[src/rtl/core/gsc_pkg.sv]
package gsc_pkg;

  // field widths
  localparam int BTN_W  = 16;
  localparam int AXIS_W = 16;
  localparam int DZ_W   = 15;

  // arithmetic widths
  localparam int SQ_W   = 32;           // x*x + y*y, root working registers
  localparam int MAG_W  = 16;           // |axis|, up to 32768
  localparam int PROD_W = MAG_W + DZ_W; // |axis| * (m - dz)
  localparam int NUM_W  = PROD_W + DZ_W; // times full scale
  localparam int DEN_W  = 2 * DZ_W;     // m * (full scale - dz)
  localparam int QUO_W  = 16;           // quotient never exceeds 32768
  localparam int STEP_W = 4;            // 16 root steps, 16 divide steps

  localparam logic [DZ_W-1:0] FULL_SCALE     = 15'h7FFF;
  localparam logic [DZ_W-1:0] DZ_LEFT_RESET  = 15'd7849;
  localparam logic [DZ_W-1:0] DZ_RIGHT_RESET = 15'd8689;

  // configuration register indexes
  localparam int CFG_IDX_W = 1;
  localparam logic [CFG_IDX_W-1:0] REG_DZ_LEFT  = 1'b0;
  localparam logic [CFG_IDX_W-1:0] REG_DZ_RIGHT = 1'b1;

  localparam int QUEUE_DEPTH_DEF = 2;

  // one classified sample, front to back
  typedef struct packed {
    logic [BTN_W-1:0]  held;
    logic [BTN_W-1:0]  presses;
    logic              query_held;
    logic              query_new;
    logic [AXIS_W-1:0] x;
    logic [AXIS_W-1:0] y;
    logic [DZ_W-1:0]   dz;
  } entry_t;

  typedef struct packed {
    logic full;
    logic empty;
  } queue_stat_t;

endpackage

[src/rtl/core/gsc_front.sv]
module gsc_front import gsc_pkg::*; (
  input  logic                 clk,
  input  logic                 rst,
  input  logic                 cfg_we,
  input  logic [CFG_IDX_W-1:0] cfg_index,
  input  logic [DZ_W-1:0]      cfg_data,
  input  logic                 in_valid,
  output logic                 in_stall,
  input  logic [BTN_W-1:0]     buttons,
  input  logic [AXIS_W-1:0]    left_x_raw,
  input  logic [AXIS_W-1:0]    left_y_raw,
  input  logic [AXIS_W-1:0]    right_x_raw,
  input  logic [AXIS_W-1:0]    right_y_raw,
  input  logic [BTN_W-1:0]     query_mask,
  input  logic                 stick_select,
  input  queue_stat_t          q_stat,
  output logic                 push,
  output entry_t               push_entry
);

  logic [DZ_W-1:0]  dz_left;
  logic [DZ_W-1:0]  dz_right;
  logic [BTN_W-1:0] prev_buttons;

  assign in_stall = q_stat.full;
  assign push     = in_valid && !q_stat.full;

  always_ff @(posedge clk) begin
    if (rst) begin
      dz_left      <= DZ_LEFT_RESET;
      dz_right     <= DZ_RIGHT_RESET;
      prev_buttons <= '0;
    end else begin
      if (cfg_we) begin
        unique case (cfg_index)
          REG_DZ_LEFT:  dz_left  <= cfg_data;
          REG_DZ_RIGHT: dz_right <= cfg_data;
          default: ;
        endcase
      end
      if (push) prev_buttons <= buttons;
    end
  end

  always_comb begin
    push_entry.held       = buttons;
    push_entry.presses    = buttons & ~prev_buttons;
    push_entry.query_held = |(buttons & query_mask);
    push_entry.query_new  = (|(buttons & query_mask)) && !(|(prev_buttons & query_mask));
    push_entry.x          = stick_select ? right_x_raw : left_x_raw;
    push_entry.y          = stick_select ? right_y_raw : left_y_raw;
    push_entry.dz         = stick_select ? dz_right : dz_left;
  end

endmodule

[src/rtl/core/gsc_fifo.sv]
module gsc_fifo import gsc_pkg::*; #(
  parameter int DEPTH = QUEUE_DEPTH_DEF
) (
  input  logic        clk,
  input  logic        rst,
  input  logic        push,
  input  entry_t      push_entry,
  input  logic        pop,
  output entry_t      pop_entry,
  output queue_stat_t stat
);

  localparam int PTR_W = (DEPTH > 1) ? $clog2(DEPTH) : 1;
  localparam int CNT_W = $clog2(DEPTH + 1);
  localparam logic [PTR_W-1:0] LAST_PTR = PTR_W'(DEPTH - 1);
  localparam logic [CNT_W-1:0] FULL_CNT = CNT_W'(DEPTH);

  entry_t           slots [DEPTH];
  logic [PTR_W-1:0] wr_ptr;
  logic [PTR_W-1:0] rd_ptr;
  logic [CNT_W-1:0] count;

  always_ff @(posedge clk) begin
    if (push) slots[wr_ptr] <= push_entry;
  end

  always_ff @(posedge clk) begin
    if (rst) begin
      wr_ptr <= '0;
      rd_ptr <= '0;
      count  <= '0;
    end else begin
      if (push) wr_ptr <= (wr_ptr == LAST_PTR) ? '0 : wr_ptr + 1'b1;
      if (pop)  rd_ptr <= (rd_ptr == LAST_PTR) ? '0 : rd_ptr + 1'b1;
      case ({push, pop})
        2'b10:   count <= count + 1'b1;
        2'b01:   count <= count - 1'b1;
        default: ;
      endcase
    end
  end

  assign pop_entry  = slots[rd_ptr];
  assign stat.full  = (count == FULL_CNT);
  assign stat.empty = (count == '0);

endmodule

[src/rtl/core/gsc_back.sv]
module gsc_back import gsc_pkg::*; (
  input  logic              clk,
  input  logic              rst,
  input  queue_stat_t       q_stat,
  input  entry_t            pop_entry,
  output logic              pop,
  output logic              out_valid,
  input  logic              out_stall,
  output logic [BTN_W-1:0]  held_buttons,
  output logic [BTN_W-1:0]  new_presses,
  output logic              query_held,
  output logic              query_new,
  output logic [AXIS_W-1:0] stick_x,
  output logic [AXIS_W-1:0] stick_y
);

  typedef enum logic [8:0] {
    S_IDLE  = 9'b000000001,
    S_SQX   = 9'b000000010,
    S_SQY   = 9'b000000100,
    S_ROOT  = 9'b000001000,
    S_CHECK = 9'b000010000,
    S_MUL   = 9'b000100000,
    S_SCALE = 9'b001000000,
    S_DIV   = 9'b010000000,
    S_DONE  = 9'b100000000
  } state_t;

  state_t             state;
  state_t             state_next;
  entry_t             cur;
  logic [SQ_W-1:0]    rem_v;
  logic [SQ_W-1:0]    root;
  logic [STEP_W-1:0]  step;
  logic [DZ_W-1:0]    mag_m;
  logic [DZ_W-1:0]    diff;
  logic [DEN_W-1:0]   den;
  logic [PROD_W-1:0]  prod;
  logic [NUM_W-1:0]   num;
  logic [QUO_W-1:0]   quo;
  logic               axis_y;
  logic [AXIS_W-1:0]  res_x;
  logic [AXIS_W-1:0]  res_y;

  logic               slot_free;
  logic               last_step;
  logic signed [AXIS_W-1:0]   sq_src;
  logic signed [2*AXIS_W-1:0] sq_prod;
  logic [SQ_W-1:0]    bit_val;
  logic [SQ_W:0]      trial_r;
  logic               ge_r;
  logic [SQ_W-1:0]    root_upd;
  logic [SQ_W-1:0]    rem_upd;
  logic               zero_out;
  logic [AXIS_W-1:0]  axis_val;
  logic [MAG_W-1:0]   axis_mag;
  logic [NUM_W-1:0]   trial_d;
  logic               ge_d;
  logic [QUO_W-1:0]   quo_upd;
  logic [AXIS_W-1:0]  scaled;

  assign slot_free = !out_valid || !out_stall;
  assign last_step = (step == '0);
  assign pop       = (state == S_IDLE) && !q_stat.empty;

  // squaring
  assign sq_src  = (state == S_SQX) ? $signed(cur.x) : $signed(cur.y);
  assign sq_prod = sq_src * sq_src;

  // one digit of the integer square root
  assign bit_val  = SQ_W'(1) << {step, 1'b0};
  assign trial_r  = {1'b0, root} + {1'b0, bit_val};
  assign ge_r     = {1'b0, rem_v} >= trial_r;
  assign root_upd = ge_r ? ((root >> 1) + bit_val) : (root >> 1);
  assign rem_upd  = ge_r ? (rem_v - trial_r[SQ_W-1:0]) : rem_v;

  assign zero_out = (cur.dz == FULL_SCALE) || (mag_m <= cur.dz);

  assign axis_val = axis_y ? cur.y : cur.x;
  assign axis_mag = axis_val[AXIS_W-1] ? (~axis_val + 1'b1) : axis_val;

  // one quotient bit of the restoring divider
  assign trial_d = NUM_W'(den) << step;
  assign ge_d    = num >= trial_d;
  assign quo_upd = quo | (QUO_W'(ge_d) << step);

  // sign and saturate, quotient is at most 32768
  always_comb begin
    if (axis_val[AXIS_W-1]) scaled = ~quo_upd + 1'b1;
    else if (quo_upd[QUO_W-1]) scaled = {1'b0, {(AXIS_W-1){1'b1}}};
    else scaled = quo_upd;
  end

  always_comb begin
    state_next = state;
    unique case (state)
      S_IDLE:  if (!q_stat.empty) state_next = S_SQX;
      S_SQX:   state_next = S_SQY;
      S_SQY:   state_next = S_ROOT;
      S_ROOT:  if (last_step) state_next = S_CHECK;
      S_CHECK: state_next = zero_out ? S_DONE : S_MUL;
      S_MUL:   state_next = S_SCALE;
      S_SCALE: state_next = S_DIV;
      S_DIV:   if (last_step) state_next = axis_y ? S_DONE : S_MUL;
      S_DONE:  if (slot_free) state_next = S_IDLE;
      default: state_next = S_IDLE;
    endcase
  end

  always_ff @(posedge clk) begin
    if (rst) begin
      state     <= S_IDLE;
      out_valid <= 1'b0;
    end else begin
      state <= state_next;
      if (state == S_DONE && slot_free) out_valid <= 1'b1;
      else if (!out_stall) out_valid <= 1'b0;
    end
  end

  always_ff @(posedge clk) begin
    case (state)
      S_IDLE: begin
        cur <= pop_entry;
      end
      S_SQX: begin
        rem_v <= SQ_W'(unsigned'(sq_prod));
      end
      S_SQY: begin
        rem_v <= rem_v + SQ_W'(unsigned'(sq_prod));
        root  <= '0;
        step  <= '1;
      end
      S_ROOT: begin
        rem_v <= rem_upd;
        root  <= root_upd;
        step  <= step - 1'b1;
        if (last_step) mag_m <= (root_upd > SQ_W'(FULL_SCALE)) ? FULL_SCALE : root_upd[DZ_W-1:0];
      end
      S_CHECK: begin
        den    <= DEN_W'(mag_m) * DEN_W'(FULL_SCALE - cur.dz);
        diff   <= mag_m - cur.dz;
        axis_y <= 1'b0;
        res_x  <= '0;
        res_y  <= '0;
      end
      S_MUL: begin
        prod <= PROD_W'(axis_mag) * PROD_W'(diff);
      end
      S_SCALE: begin
        num  <= {prod, {DZ_W{1'b0}}} - NUM_W'(prod);
        quo  <= '0;
        step <= '1;
      end
      S_DIV: begin
        if (ge_d) num <= num - trial_d;
        quo  <= quo_upd;
        step <= step - 1'b1;
        if (last_step) begin
          if (axis_y) res_y <= scaled;
          else res_x <= scaled;
          axis_y <= 1'b1;
        end
      end
      S_DONE: begin
        if (slot_free) begin
          held_buttons <= cur.held;
          new_presses  <= cur.presses;
          query_held   <= cur.query_held;
          query_new    <= cur.query_new;
          stick_x      <= res_x;
          stick_y      <= res_y;
        end
      end
      default: ;
    endcase
  end

endmodule

[src/rtl/core/gamepad_sample_conditioner_unit.sv]
// from input accept to result valid, a sample passes the queue, the squares, the 16-step
// square root and the dead zone test; outside the dead zone two 16-step divisions follow
// the back end finishes one item before it pops the next; the queue takes up to
// QUEUE_DEPTH items ahead while a result is computed or waits
// reset (rst, synchronous, active high) empties the queue, clears the previous button
// word and the output valid, and loads the dead zone registers with 7849 and 8689
module gamepad_sample_conditioner_unit import gsc_pkg::*; #(
  parameter int QUEUE_DEPTH = QUEUE_DEPTH_DEF
) (
  input  logic                 clk,
  input  logic                 rst,
  // configuration write port
  input  logic                 cfg_we,
  input  logic [CFG_IDX_W-1:0] cfg_index,
  input  logic [DZ_W-1:0]      cfg_data,
  // sample channel
  input  logic                 in_valid,
  output logic                 in_stall,
  input  logic [BTN_W-1:0]     buttons,
  input  logic [AXIS_W-1:0]    left_x_raw,
  input  logic [AXIS_W-1:0]    left_y_raw,
  input  logic [AXIS_W-1:0]    right_x_raw,
  input  logic [AXIS_W-1:0]    right_y_raw,
  input  logic [BTN_W-1:0]     query_mask,
  input  logic                 stick_select,
  // result channel
  output logic                 out_valid,
  input  logic                 out_stall,
  output logic [BTN_W-1:0]     held_buttons,
  output logic [BTN_W-1:0]     new_presses,
  output logic                 query_held,
  output logic                 query_new,
  output logic [AXIS_W-1:0]    stick_x,
  output logic [AXIS_W-1:0]    stick_y
);

  // front to back queue
  queue_stat_t q_stat;
  logic        push;
  entry_t      push_entry;
  logic        pop;
  entry_t      pop_entry;

  // front: config registers, button edge detect, query flags, stick select
  gsc_front u_front (
    .clk          (clk),
    .rst          (rst),
    .cfg_we       (cfg_we),
    .cfg_index    (cfg_index),
    .cfg_data     (cfg_data),
    .in_valid     (in_valid),
    .in_stall     (in_stall),
    .buttons      (buttons),
    .left_x_raw   (left_x_raw),
    .left_y_raw   (left_y_raw),
    .right_x_raw  (right_x_raw),
    .right_y_raw  (right_y_raw),
    .query_mask   (query_mask),
    .stick_select (stick_select),
    .q_stat       (q_stat),
    .push         (push),
    .push_entry   (push_entry)
  );

  // short queue so the sampler can run ahead of the root and divider until it is full
  gsc_fifo #(
    .DEPTH (QUEUE_DEPTH)
  ) u_fifo (
    .clk        (clk),
    .rst        (rst),
    .push       (push),
    .push_entry (push_entry),
    .pop        (pop),
    .pop_entry  (pop_entry),
    .stat       (q_stat)
  );

  // back: squares, digit-serial root, dead zone test, rescale by restoring divide
  gsc_back u_back (
    .clk          (clk),
    .rst          (rst),
    .q_stat       (q_stat),
    .pop_entry    (pop_entry),
    .pop          (pop),
    .out_valid    (out_valid),
    .out_stall    (out_stall),
    .held_buttons (held_buttons),
    .new_presses  (new_presses),
    .query_held   (query_held),
    .query_new    (query_new),
    .stick_x      (stick_x),
    .stick_y      (stick_y)
  );

  // queue status is never full and empty at once
  a_queue_stat: assert property (@(posedge clk) disable iff (rst)
    !(q_stat.full && q_stat.empty))
    else $error("queue reports full and empty together");

  // an accepted item is waiting in the queue on the next cycle
  a_push_lands: assert property (@(posedge clk) disable iff (rst)
    (in_valid && !in_stall) |=> !q_stat.empty)
    else $error("accepted item missing from queue");

  // a new query press is always a held query press
  a_query_new: assert property (@(posedge clk) disable iff (rst)
    (out_valid && query_new) |-> query_held)
    else $error("query_new without query_held");

  // new presses are a subset of held buttons
  a_press_subset: assert property (@(posedge clk) disable iff (rst)
    out_valid |-> ((new_presses & ~held_buttons) == '0))
    else $error("new press not held");

  // output channel comes out of reset empty
  a_reset_out: assert property (@(posedge clk)
    rst |=> !out_valid)
    else $error("out_valid after reset");

endmodule
[config.mk]
export PLATFORM = sky130hd
export DESIGN_NAME = gamepad_sample_conditioner_unit
export DESIGN_NICKNAME = d
export VERILOG_FILES = /design/src/rtl/core/gsc_pkg.sv /design/src/rtl/core/gsc_front.sv /design/src/rtl/core/gsc_fifo.sv /design/src/rtl/core/gsc_back.sv /design/src/rtl/core/gamepad_sample_conditioner_unit.sv
export SDC_FILE = /design/constraint.sdc
export NUM_CORES = 2
export LEC_CHECK = 0
export BUFFER_PORTS_ARGS = -buffer_cell sky130_fd_sc_hd__buf_4
export CELL_PAD_IN_SITES_DETAIL_PLACEMENT = 0
export CELL_PAD_IN_SITES_GLOBAL_PLACEMENT = 2
export CORE_MARGIN = 2
export CORE_UTILIZATION = 40
export DETAILED_ROUTE_END_ITERATION = 8
export GPL_ROUTABILITY_DRIVEN = 0
export PLACE_DENSITY_LB_ADDON = 0.1
export SLEW_MARGIN = 20
export SYNTH_ARGS = -nofsm -noshare
export SYNTH_HDL_FRONTEND = slang
export SYNTH_HIERARCHICAL = 1
export SYNTH_SLANG_ARGS = --single-unit
[constraint.sdc]
create_clock -name clk -period 13.7 [get_ports clk]
set_input_delay 1.37 -clock clk [delete_from_list [all_inputs] [get_ports clk]]
set_output_delay 1.37 -clock clk [all_outputs]
set_load 0.05 [all_outputs]
# Word-level counts from Yosys, hierarchy flattened
# Memories as Yosys holds them, arrays and structs flattened. A register that Yosys moved wholly into a read port is not among the register bits.
# Index checks and enable logic that the tools add are counted.
dict set report totals {
  out_inout_bits 68
  reg_bits 380
  mem_count 1
  mem_bits_rw 162
  wordCells 153
  in_bits 118
}
# name depth width rd rd_ports_with_merged_regs write_ports line
set mem_list {}
lappend mem_list {u_fifo.slots 2 81 1 1 1 gsc_fifo.sv:18} ;# entry_t slots [DEPTH];
dict set report classes {
  bitwise_logic 8
  n_addsub 15
  reduce_logical 33
  n_lt_le_gt_ge 4
  shift 3
  multipliers 3
  eq_ne 22
  n_mux 38
}
# cell count
set ops {}
lappend ops {{16-bit two-way mux} 10}
lappend ops {{16-bit one-hot mux with 2 select lines} 3}
lappend ops {{32-bit one-hot mux with 3 select lines} 1}
lappend ops {{46-bit one-hot mux with 2 select lines} 1}
lappend ops {{9-bit one-hot mux with 9 select lines} 1}
lappend ops {{32-bit two-way mux} 2}
lappend ops {{32-bit one-hot mux with 2 select lines} 1}
lappend ops {{9-bit two-way mux} 6}
lappend ops {{16-bit AND} 3}
lappend ops {{16-bit inverter} 3}
lappend ops {{46-bit greater-or-equal comparator} 1}
lappend ops {{46-bit two-way mux} 1}
lappend ops {{30-bit by 4-bit left shift with 46-bit output} 1}
lappend ops {{46-bit by 31-bit subtractor with 46-bit output} 1}
lappend ops {{46-bit subtractor} 1}
lappend ops {{32-bit by 32-bit adder with 33-bit output} 1}
lappend ops {{32-bit by 33-bit greater-or-equal comparator with 1-bit output} 1}
lappend ops {{16-bit by 1-bit adder with 16-bit output (second input constant)} 2}
lappend ops {{31-bit by 32-bit adder with 32-bit output} 1}
lappend ops {{32-bit adder} 1}
lappend ops {{32-bit by 15-bit > comparator with 1-bit output (second input constant)} 1}
lappend ops {{16-bit by 16-bit multiplier with 32-bit output} 1}
lappend ops {{16-bit OR reduction} 2}
lappend ops {{1-bit by 5-bit left shift with 32-bit output (first input constant)} 1}
lappend ops {{other kinds (43)} 79}

# Longest topological paths before layout
dict set report logic_depth {
  ltp_word 10
  ltp_mapped 47
  ltp_nobuf 45
}

# Cells and area by module
# Netlist, hierarchy kept.
# mod area_each_um2 cells_each seq_area_each_um2 n_inst
set by_module_without_submodules {}
lappend by_module_without_submodules {gsc_back 50006.7 5241 12241.7 1}
lappend by_module_without_submodules {gsc_fifo 6027.0 274 4964.8 1}
lappend by_module_without_submodules {gsc_front 2623.8 308 920.9 1}

# Worst setup path before layout
# OpenSTA, ideal clock, no wires.
dict set report synth_path {
  kind {register to register}
  startpoint {register u_back.state[3]}
  endpoint {register u_back.rem_v[31], data pin}
  path_stages_with_launch 41
  slack_ps 2437
  required_ps 13425
  setup_time_ps 275
  arrival_ps 10988
  synth_period_minus_slack_ps 11263
  n_path_buf 3
  path_cell_list {dfxtp_1 > nor4_4 > and2_0 > and3_1 > clkbuf_1 > buf_1 > mux2i_1 > clkinv_1 > nand2_1 > fa_1 > fa_1 > fa_1 > inv_1 > fa_1 > fa_1 > inv_1 > fa_1 > inv_1 > [5 not listed] > and3_1 > nor3_1 > o21ai_0 > a311o_1 > or4_4 > or3_1 > a31oi_1 > ha_1 > a21o_1 > a21o_1 > a21oi_1 > o21ai_0 > a211o_1 > a21oi_1 > xor2_1 > nor4_1 > o31ai_1 > o221ai_1}
}
dict set report synth_via {
  elab_chain_cells 5
  elab_cells_between_ends 7
  cone_classes {add/sub: 1; mul: 1; eq/ne: 3; mux: 2}
}
# item line
set synth_rtl {}
lappend synth_rtl {{from (decl)} gsc_back.sv:29} ;# state_t state;
lappend synth_rtl {{from (signal assigned)} gsc_back.sv:115} ;# state <= state_next;
lappend synth_rtl {{9-bit by 2-bit == test with 1-bit output} {gsc_back.sv:67, gsc_back.sv:122}}
lappend synth_rtl {{16-bit two-way mux} gsc_back.sv:67} ;# assign sq_src = (state == S_SQX) ? $signed(cur.x) : $signed(cur.y);
lappend synth_rtl {{16-bit by 16-bit multiplier with 32-bit output} gsc_back.sv:68} ;# assign sq_prod = sq_src * sq_src;
lappend synth_rtl {{32-bit adder} gsc_back.sv:130} ;# rem_v <= rem_v + SQ_W'(unsigned'(sq_prod));
lappend synth_rtl {{32-bit one-hot mux with 3 select lines (*)} gsc_back.sv:122} ;# case (state)
lappend synth_rtl {{to (signal assigned)} gsc_back.sv:127} ;# rem_v <= SQ_W'(unsigned'(sq_prod));
lappend synth_rtl {{to (signal assigned)} gsc_back.sv:130}
lappend synth_rtl {{to (signal assigned)} gsc_back.sv:135} ;# rem_v <= rem_upd;
lappend synth_rtl {{to (decl)} gsc_back.sv:32} ;# logic [SQ_W-1:0] rem_v;
# Every way passes the cells marked *; elsewhere a longest branch is shown, timed or not.
# A chain may end at the register's enable or synchronous reset.

# Worst setup path in the final report
# Ends and elaborated chain as after synthesis.

==> metrics.txt <==
CTS tree=yes; Main synth FF type=edfxtp_1; Nets=7127; max-cap violations=0; Hold Path End=u_back/new_presses[2]; most frequent cells in the layout=inv_1, nand2_1, fa_1; drt total wl=164000 um; CTS Root Cell=clkbuf_16; number of setup buffers added after CTS=0; Fmax achieved=79.7 MHz; final cycle utilization of the critical path=0.916; Syn. warnings=6; number of vias per cell=5.22; RSZ-0062 raised after global routing=false; critical path's slowest cell=mux2i_1; fraction of final layout cells sized beyond drive strength 1=0.104; Avg Inst Size Synth=10.1 um2; Chip Width=387 um; Netlist cell types=90; syn nets=6999; Startpoint Class=register; Post-synth EDFFs=563; worst reg2reg path depth=38; vias in the first global route=43200; GR Util All Layers=0.221; # fillers=14100; Arr. time, crit path=12960 ps; final core occ=0.445; Detailed Routing Iterations Pass 1=5; Clock Skews=45.1 ps; Slowest Stage Delay on Critical Path=730 ps; final setup margin=1150 ps; dpl ws=1220 ps; CP Data Required Time=14120 ps; # setup viols final=0; CP Buf/Inv Count=4; Crit Path Category=reg2reg; Final Critical Period=12550 ps; area of the multi-input gates=0.0366 mm2; final instance count without filler cells=7930; Worst slew margin=0.261; cell row count=140; HPWL after DPL=130000 um; clock latency on the worst-skew pair=700 ps; final slew viol count=0; clk sinks=624; asr flop ratio synth=0; Worst R2R Start=u_back/state[3]; area delta synth->final=10.4%; die area=0.150 mm2; Worst Tran Pin Value=1100 ps; Port Buffers=185; Ports=186; reg-to-reg slack, setup=1150 ps; global route overflow=0; Mapped Area=0.0587 mm2; residual DRC count=0; Iteration-0 DRC Markers=2312; CTS buffer count=73; setup TNS=0 ps; hold_buf cts=0; Post-CTS Resized=0; CP most frequent cell=fa_1; Worst-path clk slew=70 ps; Hold Path Stages=0; largest net degree at the start of global routing=76; first-pass GRT wire length=257000 um; outcome=finished, final reports clean; delay-heaviest family, CP=adder cells; initial antenna violation count=8; die height=387 um; critical path fanouts, max=13; post-synthesis sequential area ratio=0.309; Crit. End Element=register; most common cell after layout, fill and taps aside=inv_1; Initial Utilization=0.403; #FFs+latches synth=624; Post-Syn Instances=5823; vias=41400; Routed wire per std cell=20.7 um; register area=0.0181 mm2; Post-Place Cells=7793; Hold Crit Start=u_back/cur[51]; core area=0.146 mm2; Hold Path Class=reg2reg; Fin. Hold Viols=0; Final ANT Viol Nets=0; H-Tree Depth=3; deepest clock path buffer count=3; Worst R2R End=u_back/rem_v[31]
==> sequential cells by signal, indices dropped and copies added (netlist names), 30 cells and up, named ones only <==
| register | count |
|---|---|
| u_back/cur | 81 |
| u_back/den | 30 |
| u_back/num | 46 |
| u_back/prod | 31 |
| u_back/rem_v | 32 |
| u_back/root | 32 |
| u_fifo/slots | 162 |
==> routing by layer <==
metal  wire (um)  global-route usage  up-vias
li1            -                   -    19800
met1       74300               0.301    20500
met2       76400               0.361      930
met3        9180              0.0437      213
met4        4000              0.0548        8
met5          55                   0        -
==> worst max-delay path by stage <==
stage | to | startpoint | cells past startpoint | slack (ps)
after detailed placement | u_back/rem_v[31] | u_back/state[3] | 38 | 1220
after global placement | u_back/rem_v[31] | u_back/state[3] | 39 | 1460
after floorplan | u_back/rem_v[31] | u_back/state[3] | 40 | 2440
after global routing | u_back/rem_v[31] | u_back/state[3] | 38 | 210
after CTS | u_back/rem_v[31] | u_back/state[3] | 38 | 1220
final | u_back/rem_v[31] | u_back/state[3] | 38 | 1150
==> stage by stage <==
step                      area [um2]  hold slack, ps
final                          64800             413
after global routing           64800             421
after CTS                      64800             416
after detailed placement       62200             405
after global placement         62200             401
after floorplan                58700             400
==> area by class of cell <==
type,instances,share of cell area
Antenna cell,3,0.000116
Clock buffer,86,0.0291
Clock inverter,48,0.0103
Inverter,835,0.0484
Multi-Input combinational cell,4158,0.565
Sequential cell,624,0.280
Tap cell,1917,0.0370
Timing Repair Buffer,259,0.0303
==> kinds of logic (layout without fill, tap and decap cells) <==
group                    after synthesis  in the layout  synth area share
XOR/XNOR                             315            315            0.0470
adder cells (fa/ha/maj)             1058           1058             0.300
flip-flops                           624            624             0.309
other                                  0              3                 0
AO/OA/AOI/OAI                        866            866            0.0945
AND/OR/NAND/NOR                     1692           1692             0.136
buffers and inverters               1041           1228            0.0685
multiplexers                         227            227            0.0451
==> synth_stat cells (all sizes together) (86+ instances only) <==
cell type / n / area, um2
a21oi: 262 / 1310
mux2: 160 / 1800
ha: 476 / 5960
a21o: 86 / 646
inv: 825 / 3100
edfxtp: 563 / 16900
nand2: 669 / 2510
xnor2: 188 / 1650
fa: 582 / 11700
and2: 118 / 738
clkbuf: 150 / 563
o21ai: 189 / 946
xor2: 127 / 1110
nor2b: 144 / 901
nor2: 397 / 1490
Power is left out: the tool's default activity adds up to more than one toggle a clock period on the data nets, which glitch-free logic cannot reach.
